File: src/rtl/mprq_pkg.sv
`timescale 1ns / 1ps
// Shared constants, codes and controller/datapath bundles of the priority ready queue.
package mprq_pkg;

  localparam int unsigned LEVELS_DEF      = 16;
  localparam int unsigned CAPACITY_DEF    = 64;
  localparam int unsigned HANDLE_BITS_DEF = 8;

  localparam int unsigned PRIO_W   = 4;
  localparam int unsigned HANDLE_W = 8;
  localparam int unsigned STATUS_W = 2;

  typedef enum logic {
    OP_ENQ = 1'b0,
    OP_DEQ = 1'b1
  } op_e;

  typedef enum logic [STATUS_W-1:0] {
    ST_ENQ   = 2'd0,
    ST_DEQ   = 2'd1,
    ST_EMPTY = 2'd2,
    ST_FULL  = 2'd3
  } status_e;

  typedef struct packed {
    logic accept;  // latch request, issue pointer reads
    logic look;    // issue entry reads for a dequeue
    logic commit;  // rewrite links and pointers, load result
  } cmd_t;

  typedef struct packed {
    logic empty;     // no level holds an entry
    logic out_free;  // result register can take a new beat
  } stat_t;

endpackage

File: src/rtl/mprq_chan_if.sv
`timescale 1ns / 1ps
// Request and response channel interfaces of the priority ready queue.
interface mprq_req_if;
  logic                              valid;
  logic                              ready;
  logic                              opcode;
  logic [mprq_pkg::PRIO_W-1:0]       priority_req;
  logic [mprq_pkg::HANDLE_W-1:0]     task_handle;

  modport source (output valid, opcode, priority_req, task_handle, input ready);
  modport sink   (input valid, opcode, priority_req, task_handle, output ready);
endinterface

interface mprq_rsp_if;
  logic                              valid;
  logic                              ready;
  logic [mprq_pkg::STATUS_W-1:0]     status;
  logic [mprq_pkg::HANDLE_W-1:0]     out_handle;
  logic [mprq_pkg::PRIO_W-1:0]       out_priority;

  modport source (output valid, status, out_handle, out_priority, input ready);
  modport sink   (input valid, status, out_handle, out_priority, output ready);
endinterface

File: src/rtl/mprq_ctrl.sv
`timescale 1ns / 1ps
// Sequencer of the priority ready queue: accept, optional entry lookup, commit.
module mprq_ctrl (
  input  logic             clk_i,
  input  logic             rst_ni,
  input  logic             req_valid_i,
  input  logic             req_opcode_i,
  input  mprq_pkg::stat_t  stat_i,
  output logic             req_ready_o,
  output mprq_pkg::cmd_t   cmd_o
);

  typedef enum logic [2:0] {
    S_IDLE   = 3'b001,
    S_LOOK   = 3'b010,
    S_COMMIT = 3'b100
  } state_e;

  state_e state_q, state_d;

  always_comb begin
    state_d       = state_q;
    cmd_o         = '0;
    req_ready_o   = 1'b0;
    unique case (state_q)
      S_IDLE: begin
        req_ready_o = 1'b1;
        if (req_valid_i) begin
          cmd_o.accept = 1'b1;
          // only a dequeue that finds an entry needs the second read
          if (req_opcode_i == mprq_pkg::OP_DEQ && !stat_i.empty) begin
            state_d = S_LOOK;
          end else begin
            state_d = S_COMMIT;
          end
        end
      end
      S_LOOK: begin
        cmd_o.look = 1'b1;
        state_d    = S_COMMIT;
      end
      S_COMMIT: begin
        // hold until the result register is free
        if (stat_i.out_free) begin
          cmd_o.commit = 1'b1;
          state_d      = S_IDLE;
        end
      end
      default: begin
        state_d = S_IDLE;
      end
    endcase
  end

  always_ff @(posedge clk_i or negedge rst_ni) begin
    if (!rst_ni) begin
      state_q <= S_IDLE;
    end else begin
      state_q <= state_d;
    end
  end

endmodule

File: src/rtl/mprq_dp.sv
`timescale 1ns / 1ps
// Datapath of the priority ready queue: level pointers, linked entry store, free list.
module mprq_dp #(
  parameter int unsigned LEVELS      = mprq_pkg::LEVELS_DEF,
  parameter int unsigned CAPACITY    = mprq_pkg::CAPACITY_DEF,
  parameter int unsigned HANDLE_BITS = mprq_pkg::HANDLE_BITS_DEF
) (
  input  logic                              clk_i,
  input  logic                              rst_ni,
  input  mprq_pkg::cmd_t                    cmd_i,
  output mprq_pkg::stat_t                   stat_o,
  input  logic                              opcode_i,
  input  logic [mprq_pkg::PRIO_W-1:0]       priority_req_i,
  input  logic [mprq_pkg::HANDLE_W-1:0]     task_handle_i,
  input  logic                              rsp_ready_i,
  output logic                              rsp_valid_o,
  output logic [mprq_pkg::STATUS_W-1:0]     status_o,
  output logic [mprq_pkg::HANDLE_W-1:0]     out_handle_o,
  output logic [mprq_pkg::PRIO_W-1:0]       out_priority_o
);

  localparam int unsigned LW = $clog2(LEVELS);
  localparam int unsigned AW = $clog2(CAPACITY);
  localparam int unsigned CW = $clog2(CAPACITY + 1);
  localparam int unsigned SB = (HANDLE_BITS < mprq_pkg::HANDLE_W) ? HANDLE_BITS
                                                                  : mprq_pkg::HANDLE_W;

  // storage
  logic [SB-1:0] handle_mem [CAPACITY];
  logic [AW-1:0] next_mem   [CAPACITY];
  logic [AW-1:0] head_mem   [LEVELS];
  logic [AW-1:0] tail_mem   [LEVELS];

  logic [LEVELS-1:0] nonempty_q, nonempty_d;
  logic [CW-1:0]     used_q, used_d;
  logic [CW-1:0]     fresh_q, fresh_d;
  logic [AW-1:0]     free_head_q, free_head_d;
  logic              rsp_valid_q, rsp_valid_d;

  // request and lookup registers
  logic          op_q;
  logic [LW-1:0] lvl_q;
  logic [SB-1:0] hnd_q;
  logic          recycled_q;
  logic [AW-1:0] alloc_q;
  logic          is_tail_q;

  logic [AW-1:0] head_rd_q, tail_rd_q, next_rd_q;
  logic [SB-1:0] handle_rd_q;

  logic [mprq_pkg::STATUS_W-1:0] status_q, status_d;
  logic [mprq_pkg::HANDLE_W-1:0] out_handle_q, out_handle_d;
  logic [mprq_pkg::PRIO_W-1:0]   out_prio_q, out_prio_d;

  logic [LW-1:0] enc_lvl, sat_lvl, lvl_sel;
  logic [31:0]   sat_w;
  logic          empty, full, recycled;
  logic          enq_ok, deq_ok;

  logic          next_we, next_re, head_we, tail_we, handle_we;
  logic [AW-1:0] next_waddr, next_wdata, next_raddr, head_wdata;

  // lowest-numbered non-empty level
  always_comb begin
    enc_lvl = '0;
    for (int i = LEVELS - 1; i >= 0; i--) begin
      if (nonempty_q[i]) begin
        enc_lvl = LW'(i);
      end
    end
  end

  always_comb begin
    sat_w = (32'(priority_req_i) > 32'(LEVELS - 1)) ? 32'(LEVELS - 1)
                                                     : 32'(priority_req_i);
    sat_lvl = sat_w[LW-1:0];
    lvl_sel = (opcode_i == mprq_pkg::OP_DEQ) ? enc_lvl : sat_lvl;
  end

  assign empty    = (nonempty_q == '0);
  assign full     = (used_q == CW'(CAPACITY));
  assign recycled = (used_q != fresh_q);

  assign enq_ok = (op_q == mprq_pkg::OP_ENQ) && !full;
  assign deq_ok = (op_q == mprq_pkg::OP_DEQ) && !empty;

  assign stat_o.empty    = empty;
  assign stat_o.out_free = !rsp_valid_q || rsp_ready_i;

  // write controls, all at commit; next-pointer read at accept or look
  always_comb begin
    handle_we  = cmd_i.commit && enq_ok;
    tail_we    = cmd_i.commit && enq_ok;
    next_we    = cmd_i.commit && ((enq_ok && nonempty_q[lvl_q]) || deq_ok);
    head_we    = cmd_i.commit && ((enq_ok && !nonempty_q[lvl_q]) || (deq_ok && !is_tail_q));
    // enqueue links the old tail to the new entry; dequeue pushes the entry on the free list
    next_waddr = enq_ok ? tail_rd_q : head_rd_q;
    next_wdata = enq_ok ? alloc_q : free_head_q;
    head_wdata = enq_ok ? alloc_q : next_rd_q;
    next_re    = cmd_i.accept || cmd_i.look;
    next_raddr = cmd_i.look ? head_rd_q : free_head_q;
  end

  always_ff @(posedge clk_i) begin
    if (handle_we) begin
      handle_mem[alloc_q] <= hnd_q;
    end
    if (cmd_i.look) begin
      handle_rd_q <= handle_mem[head_rd_q];
    end
  end

  always_ff @(posedge clk_i) begin
    if (next_we) begin
      next_mem[next_waddr] <= next_wdata;
    end
    if (next_re) begin
      next_rd_q <= next_mem[next_raddr];
    end
  end

  always_ff @(posedge clk_i) begin
    if (head_we) begin
      head_mem[lvl_q] <= head_wdata;
    end
    if (cmd_i.accept) begin
      head_rd_q <= head_mem[lvl_sel];
    end
  end

  always_ff @(posedge clk_i) begin
    if (tail_we) begin
      tail_mem[lvl_q] <= alloc_q;
    end
    if (cmd_i.accept) begin
      tail_rd_q <= tail_mem[lvl_sel];
    end
  end

  // latch the request and pick the entry to allocate; note at lookup if the head is the tail
  always_ff @(posedge clk_i) begin
    if (cmd_i.accept) begin
      op_q       <= opcode_i;
      lvl_q      <= lvl_sel;
      hnd_q      <= task_handle_i[SB-1:0];
      recycled_q <= recycled;
      alloc_q    <= recycled ? free_head_q : fresh_q[AW-1:0];
    end
    if (cmd_i.look) begin
      is_tail_q <= (head_rd_q == tail_rd_q);
    end
  end

  always_comb begin
    nonempty_d   = nonempty_q;
    used_d       = used_q;
    fresh_d      = fresh_q;
    free_head_d  = free_head_q;
    rsp_valid_d  = rsp_valid_q && !rsp_ready_i;
    status_d     = status_q;
    out_handle_d = out_handle_q;
    out_prio_d   = out_prio_q;
    if (cmd_i.commit) begin
      rsp_valid_d  = 1'b1;
      out_handle_d = '0;
      out_prio_d   = '0;
      if (op_q == mprq_pkg::OP_ENQ) begin
        status_d = full ? mprq_pkg::ST_FULL : mprq_pkg::ST_ENQ;
      end else begin
        status_d = empty ? mprq_pkg::ST_EMPTY : mprq_pkg::ST_DEQ;
      end
      if (enq_ok) begin
        nonempty_d[lvl_q] = 1'b1;
        used_d            = used_q + CW'(1);
        if (recycled_q) begin
          free_head_d = next_rd_q;
        end else begin
          fresh_d = fresh_q + CW'(1);
        end
      end
      if (deq_ok) begin
        if (is_tail_q) begin
          nonempty_d[lvl_q] = 1'b0;
        end
        used_d       = used_q - CW'(1);
        free_head_d  = head_rd_q;
        out_handle_d = mprq_pkg::HANDLE_W'(handle_rd_q);
        out_prio_d   = mprq_pkg::PRIO_W'(lvl_q);
      end
    end
  end

  always_ff @(posedge clk_i or negedge rst_ni) begin
    if (!rst_ni) begin
      nonempty_q  <= '0;
      used_q      <= '0;
      fresh_q     <= '0;
      free_head_q <= '0;
      rsp_valid_q <= 1'b0;
    end else begin
      nonempty_q  <= nonempty_d;
      used_q      <= used_d;
      fresh_q     <= fresh_d;
      free_head_q <= free_head_d;
      rsp_valid_q <= rsp_valid_d;
    end
  end

  always_ff @(posedge clk_i) begin
    status_q     <= status_d;
    out_handle_q <= out_handle_d;
    out_prio_q   <= out_prio_d;
  end

  assign rsp_valid_o    = rsp_valid_q;
  assign status_o       = status_q;
  assign out_handle_o   = out_handle_q;
  assign out_priority_o = out_prio_q;

`ifndef SYNTHESIS
  a_used_bound: assert property (@(posedge clk_i) disable iff (!rst_ni)
    used_q <= CW'(CAPACITY))
    else $error("entry count above capacity");

  a_used_fresh: assert property (@(posedge clk_i) disable iff (!rst_ni)
    used_q <= fresh_q)
    else $error("more entries in use than ever allocated");

  a_empty_count: assert property (@(posedge clk_i) disable iff (!rst_ni)
    (nonempty_q == '0) |-> (used_q == '0))
    else $error("all levels empty while entries are in use");

  a_commit_beat: assert property (@(posedge clk_i) disable iff (!rst_ni)
    cmd_i.commit |=> rsp_valid_q)
    else $error("commit did not present a result beat");
`endif

endmodule

File: src/rtl/multilevel_priority_ready_queue.sv
`timescale 1ns / 1ps
// Top level of the multilevel priority ready queue.
//
// Channels: req (sink) carries opcode, priority_req and task_handle; rsp (source)
// returns status, out_handle and out_priority. A beat moves when valid and ready
// are both high. Every request beat yields exactly one response beat, in order.
// An enqueue appends the handle to its level's FIFO (levels above LEVELS-1 use
// the last level); a dequeue pops the oldest handle of the lowest-numbered
// non-empty level, or answers empty. An enqueue into a full store answers full.
// Sequence: one item in flight. After the request beat, an enqueue, empty or full answer
// passes through the commit state, and a dequeue that finds an entry through the lookup
// and then the commit state; rsp.valid is registered from the commit, and req.ready
// returns in the same cycle as rsp.valid. The lookup state is due to the registered reads
// of the linked entry store: a dequeue reads the level head, then that entry.
// A stalled rsp holds its beat; req may still take one more request, whose
// result waits until the pending beat is taken.
// Reset: all levels empty, store free; no clearing pass, ready right after reset.
module multilevel_priority_ready_queue #(
  parameter int unsigned LEVELS      = mprq_pkg::LEVELS_DEF,
  parameter int unsigned CAPACITY    = mprq_pkg::CAPACITY_DEF,
  parameter int unsigned HANDLE_BITS = mprq_pkg::HANDLE_BITS_DEF
) (
  input  logic       clk_i,
  input  logic       rst_ni,
  mprq_req_if.sink   req,
  mprq_rsp_if.source rsp
);

  mprq_pkg::cmd_t  cmd;
  mprq_pkg::stat_t stat;

  mprq_ctrl u_ctrl (
    .clk_i        (clk_i),
    .rst_ni       (rst_ni),
    .req_valid_i  (req.valid),
    .req_opcode_i (req.opcode),
    .stat_i       (stat),
    .req_ready_o  (req.ready),
    .cmd_o        (cmd)
  );

  mprq_dp #(
    .LEVELS      (LEVELS),
    .CAPACITY    (CAPACITY),
    .HANDLE_BITS (HANDLE_BITS)
  ) u_dp (
    .clk_i          (clk_i),
    .rst_ni         (rst_ni),
    .cmd_i          (cmd),
    .stat_o         (stat),
    .opcode_i       (req.opcode),
    .priority_req_i (req.priority_req),
    .task_handle_i  (req.task_handle),
    .rsp_ready_i    (rsp.ready),
    .rsp_valid_o    (rsp.valid),
    .status_o       (rsp.status),
    .out_handle_o   (rsp.out_handle),
    .out_priority_o (rsp.out_priority)
  );

endmodule
File: src/flat_wrapper.sv
// flat-port wrapper written by rule: the top's interface ports become plain ports
module multilevel_priority_ready_queue_flat 
#(
  parameter int unsigned LEVELS      = mprq_pkg::LEVELS_DEF,
  parameter int unsigned CAPACITY    = mprq_pkg::CAPACITY_DEF,
  parameter int unsigned HANDLE_BITS = mprq_pkg::HANDLE_BITS_DEF
)
  (clk_i, rst_ni, req_valid, req_opcode, req_priority_req, req_task_handle, req_ready, rsp_valid, rsp_status, rsp_out_handle, rsp_out_priority, rsp_ready);
  mprq_req_if req_i ();
  mprq_rsp_if rsp_i ();
  input  logic clk_i;
  input  logic rst_ni;
  input wire logic [$bits(req_i.valid)-1:0] req_valid;
  input wire logic [$bits(req_i.opcode)-1:0] req_opcode;
  input wire logic [$bits(req_i.priority_req)-1:0] req_priority_req;
  input wire logic [$bits(req_i.task_handle)-1:0] req_task_handle;
  output wire logic [$bits(req_i.ready)-1:0] req_ready;
  output wire logic [$bits(rsp_i.valid)-1:0] rsp_valid;
  output wire logic [$bits(rsp_i.status)-1:0] rsp_status;
  output wire logic [$bits(rsp_i.out_handle)-1:0] rsp_out_handle;
  output wire logic [$bits(rsp_i.out_priority)-1:0] rsp_out_priority;
  input wire logic [$bits(rsp_i.ready)-1:0] rsp_ready;
  assign req_i.valid = req_valid;
  assign req_i.opcode = req_opcode;
  assign req_i.priority_req = req_priority_req;
  assign req_i.task_handle = req_task_handle;
  assign req_ready = req_i.ready;
  assign rsp_valid = rsp_i.valid;
  assign rsp_status = rsp_i.status;
  assign rsp_out_handle = rsp_i.out_handle;
  assign rsp_out_priority = rsp_i.out_priority;
  assign rsp_i.ready = rsp_ready;
  multilevel_priority_ready_queue #(.LEVELS(LEVELS), .CAPACITY(CAPACITY), .HANDLE_BITS(HANDLE_BITS)) u_core (.clk_i(clk_i), .rst_ni(rst_ni), .req(req_i), .rsp(rsp_i));
endmodule
File: config.mk
export PLATFORM = sky130hd
export DESIGN_NAME = multilevel_priority_ready_queue_flat
export DESIGN_NICKNAME = d
export VERILOG_FILES = /design/src/rtl/mprq_pkg.sv /design/src/rtl/mprq_chan_if.sv /design/src/rtl/mprq_ctrl.sv /design/src/rtl/mprq_dp.sv /design/src/rtl/multilevel_priority_ready_queue.sv /design/src/flat_wrapper.sv
export SDC_FILE = /design/constraint.sdc
export NUM_CORES = 1
export LEC_CHECK = 0
export BUFFER_PORTS_ARGS = -buffer_cell sky130_fd_sc_hd__buf_2
export CAP_MARGIN = 5
export CORE_MARGIN = 4
export CORE_UTILIZATION = 38
export CTS_BUF_LIST = sky130_fd_sc_hd__clkbuf_2 sky130_fd_sc_hd__clkbuf_4 sky130_fd_sc_hd__clkbuf_8
export CTS_CLUSTER_SIZE = 10
export DETAILED_ROUTE_END_ITERATION = 8
export SETUP_SLACK_MARGIN = 0.4
export SYNTH_ARGS = -nofsm -noshare
export SYNTH_HDL_FRONTEND = slang
export SYNTH_SLANG_ARGS = --single-unit
File: constraint.sdc
create_clock -name clk_i -period 4.2 [get_ports clk_i]
set_input_delay 0.84 -clock clk_i [delete_from_list [all_inputs] [get_ports clk_i]]
set_output_delay 0.84 -clock clk_i [all_outputs]
set_load 0.005 [all_outputs]
==> out/metrics.csv <==
metric,value,unit
fmax,0.279,GHz
syn_area,48700,sq um
die_y,366,um
pin_count,33,
synth_flop_cell,edfxtp_1,
synth_cell_type_count,63,
postCtsSetupBuffers,0,
worstPathArrival,4.07,ns
ant_nets,0,
dieArea,134000,sq um
total_power,0.0389,W
grt_use_total,0.179,
cts_tree,yes,
maxSlewHeadroom,0.334,
rr_endpoint,u_core.u_dp.next_mem[58][5],
first_global_vias,27000,
final.min_clock_period,3.58,ns
rsz0062_at_grt,no,
wl_per_cell,25.2,um
initial_utilization,0.382,
cp-endpoint,u_core.u_dp.next_mem[58][5],
critPathKind,register to register,
hp-class,input port to async pin,
drt_iter0_drc,3116,
cts_buffer_depth,3,
portBuffers,32,
ff2ff_path_depth,7,
syn_inst,2818,
yosys.area.top_type_share,0.709,
drc_errors,0,
nNetsFinal,3060,
cts-buffers-inserted,189,
ctsResizeCount,0,
grt_pass1_wl,181000,um
cp-end-kind,register,
final_common_cell,edfxtp_1,
synth_area_leaders,"edfxtp_1 71%, mux4_2 8.2%, mux2i_1 2.6%",
htreeDepth,4,
final_cell_mix,"1149 x edfxtp_1, 312 x nand2_1, 197 x clkbuf_8, 182 x nor2_1, 178 x mux4_2",
avgSynthCellArea,17.3,sq um
critPathRequiredTime,4.69,ns
path_clk_slew,0.07,ns
antenna_found_initial,4,
synth_nets,2842,
synth_top_area_cell,edfxtp_1,
layout-drive-gt1-share,0.242,
rr_startpoint,u_core.u_dp.lvl_q[1],
clock_sinks,1189,
cts_hold_buf,0,
synth_seq_cells,1189,
ys_seq_area_frac,0.730,
ys.warnings.count,0,
hold_viol_final,0,
gp_congestion,0.847,
critPathLaunchType,register,
reg2reg_slack,0.62,ns
num_vias,27200,
row_count,131,
maxSlewViolCount,0,
synth-async-reset-ratio,0.0336,
worst_slew_pin_slew,0.998,ns
finClkSkew,0.0536,ns
grt_max_degree,76,
syn_to_final_growth,14.0,%
timing.setup.tns,0,ns
cts_root_buffer,clkbuf_8,
period_share,0.853,
p_leak,18.5,nW
vias_per_cell,5.60,
drt-pass1-iter-count,9,
pwr_density_cell,701,nW/um^2
clkLatencyLatePin,0.89,ns
die_w,366,um
wl,122000,um
synth_edf_count,1149,
dp_hpwl,75000,um
outcome,finished clean,
maxCapViolCount,0,
cp-startpoint,u_core.u_dp.lvl_q[1],
ir_drop,0.564,mV
setup_viol,0,
critical_path.max_fanout,12,
grt-ovfl-total,0,
core,127000,sq um
## per-layer routing
| layer | share of wire | track usage | vias up |
|---|---|---|---|
| li1 | - | - | 11900 |
| met4 | 0.024 | 0.0576 | 0 |
| met1 | 0.43 | 0.253 | 14100 |
| met2 | 0.47 | 0.278 | 1088 |
| met3 | 0.076 | 0.0393 | 181 |
| met5 | 0 | 0 | - |
## logic make-up (layout without fill, tap and decap cells)
logic type               Yosys count  after routing  synth area share
adder cells (fa/ha/maj)            7              7           0.00195
flip-flops                      1189           1189             0.730
AND/OR/NAND/NOR                  692            692            0.0622
buffers and inverters            179            554            0.0168
multiplexers                     393            393             0.131
XOR/XNOR                          25             25           0.00450
AO/OA/AOI/OAI                    333            333            0.0538
other                              0              2                 0
## worst min-delay path by stage
stage,endpoint,slack [ns],startpoint,cells past startpoint
floorplan,u_core.u_dp.fresh_q[6],0.46,u_core.u_dp.fresh_q[6],1
global route,u_core.u_dp.hnd_q[0],0.08,req_task_handle[0],1
detailed placement,u_core.u_dp.fresh_q[6],0.49,u_core.u_dp.fresh_q[6],1
global placement,u_core.u_dp.fresh_q[6],0.49,u_core.u_dp.fresh_q[6],1
CTS,u_core.u_dp.nonempty_q[15],0.04,rst_ni,1
finish,u_core.u_dp.nonempty_q[15],0.11,rst_ni,1
## report_power, final
| part | switching [W] | internal [W] |
|---|---|---|
| Sequential | 0.000748 | 0.0147 |
| Clock | 0.00465 | 0.00545 |
| Combinational | 0.00829 | 0.00499 |
| Total | 0.0137 | 0.0252 |
## cell usage after synthesis, types with 3 or more instances
cell	n
a32oi_1	25
xor2_1	8
edfxtp_1	1149
o21ai_1	3
mux4_1	5
buf_6	7
and3_1	23
a222oi_1	73
and4_1	4
o31ai_1	5
dfrtp_1	39
nor4_1	3
buf_4	13
a22oi_1	3
a211oi_1	27
a31oi_1	35
buf_2	35
nand4_1	27
a211o_1	24
clkbuf_1	86
a21o_1	6
mux2i_1	126
nor2_1	183
ha_1	6
xnor2_1	17
o22ai_1	34
buf_1	24
nor2b_1	11
inv_1	13
nand3_1	76
and2_1	5
o2bb2ai_1	25
o22a_1	17
or3_1	3
mux2_2	81
nor3_1	5
o21ai_0	38
a21oi_1	7
nand2b_1	6
nand3b_1	18
nand2_1	318
mux4_2	178
## critical path: stages (launching register included)
cell and delay (ns):
edfxtp_1 0.59, mux4_2 0.42, mux4_2 0.28, nand2_1 0.06, a21boi_0 0.39, nor2b_1 0.50, nand2_1 0.34, nor2_1 0.60
## per-stage QoR
stage                util  hold WS, ns  setup WS (ns)  cell area [sq um]  instances
finish              0.436        0.110          0.618              55500       4857
global route        0.436       0.0776          0.502              55500       4857
CTS                 0.435       0.0372          0.691              55500       4854
detailed placement  0.405        0.489          0.627              51600       4506
global placement    0.405        0.485          0.661              51600       4506
floorplan               -        0.464          0.815              48700       2818
## layout make-up
| type | instances | area [sq um] |
|---|---|---|
| fill | 11100 | 71900 |
| sequential | 1189 | 35500 |
| multi-input combinational | 1450 | 12400 |
| clock buffer | 247 | 3090 |
| tap | 1662 | 2080 |
| timing repair buffer | 192 | 1570 |
| clock inverter | 101 | 786 |
| inverter | 14 | 52.6 |
| antenna | 2 | 5.00 |
## registers in the layout (all words and copies together) (netlist names), 2 cells and up
register	cells
u_core.u_dp.nonempty_q	16
u_core.u_dp.used_q	7
u_core.u_ctrl.state_q	3
u_core.u_dp.status_o	2
u_core.u_dp.head_mem	96
u_core.u_dp.handle_mem	512
u_core.u_dp.free_head_q	6
u_core.u_dp.out_handle_o	8
u_core.u_dp.next_mem	384
u_core.u_dp.alloc_q	6
u_core.u_dp.out_priority_o	4
u_core.u_dp.hnd_q	8
u_core.u_dp.next_rd_q	6
u_core.u_dp.head_rd_q	6
u_core.u_dp.tail_rd_q	6
u_core.u_dp.tail_mem	96
u_core.u_dp.fresh_q	7
u_core.u_dp.lvl_q	4
u_core.u_dp.handle_rd_q	8
No activity file was read; power rests on OpenSTA's default activity.
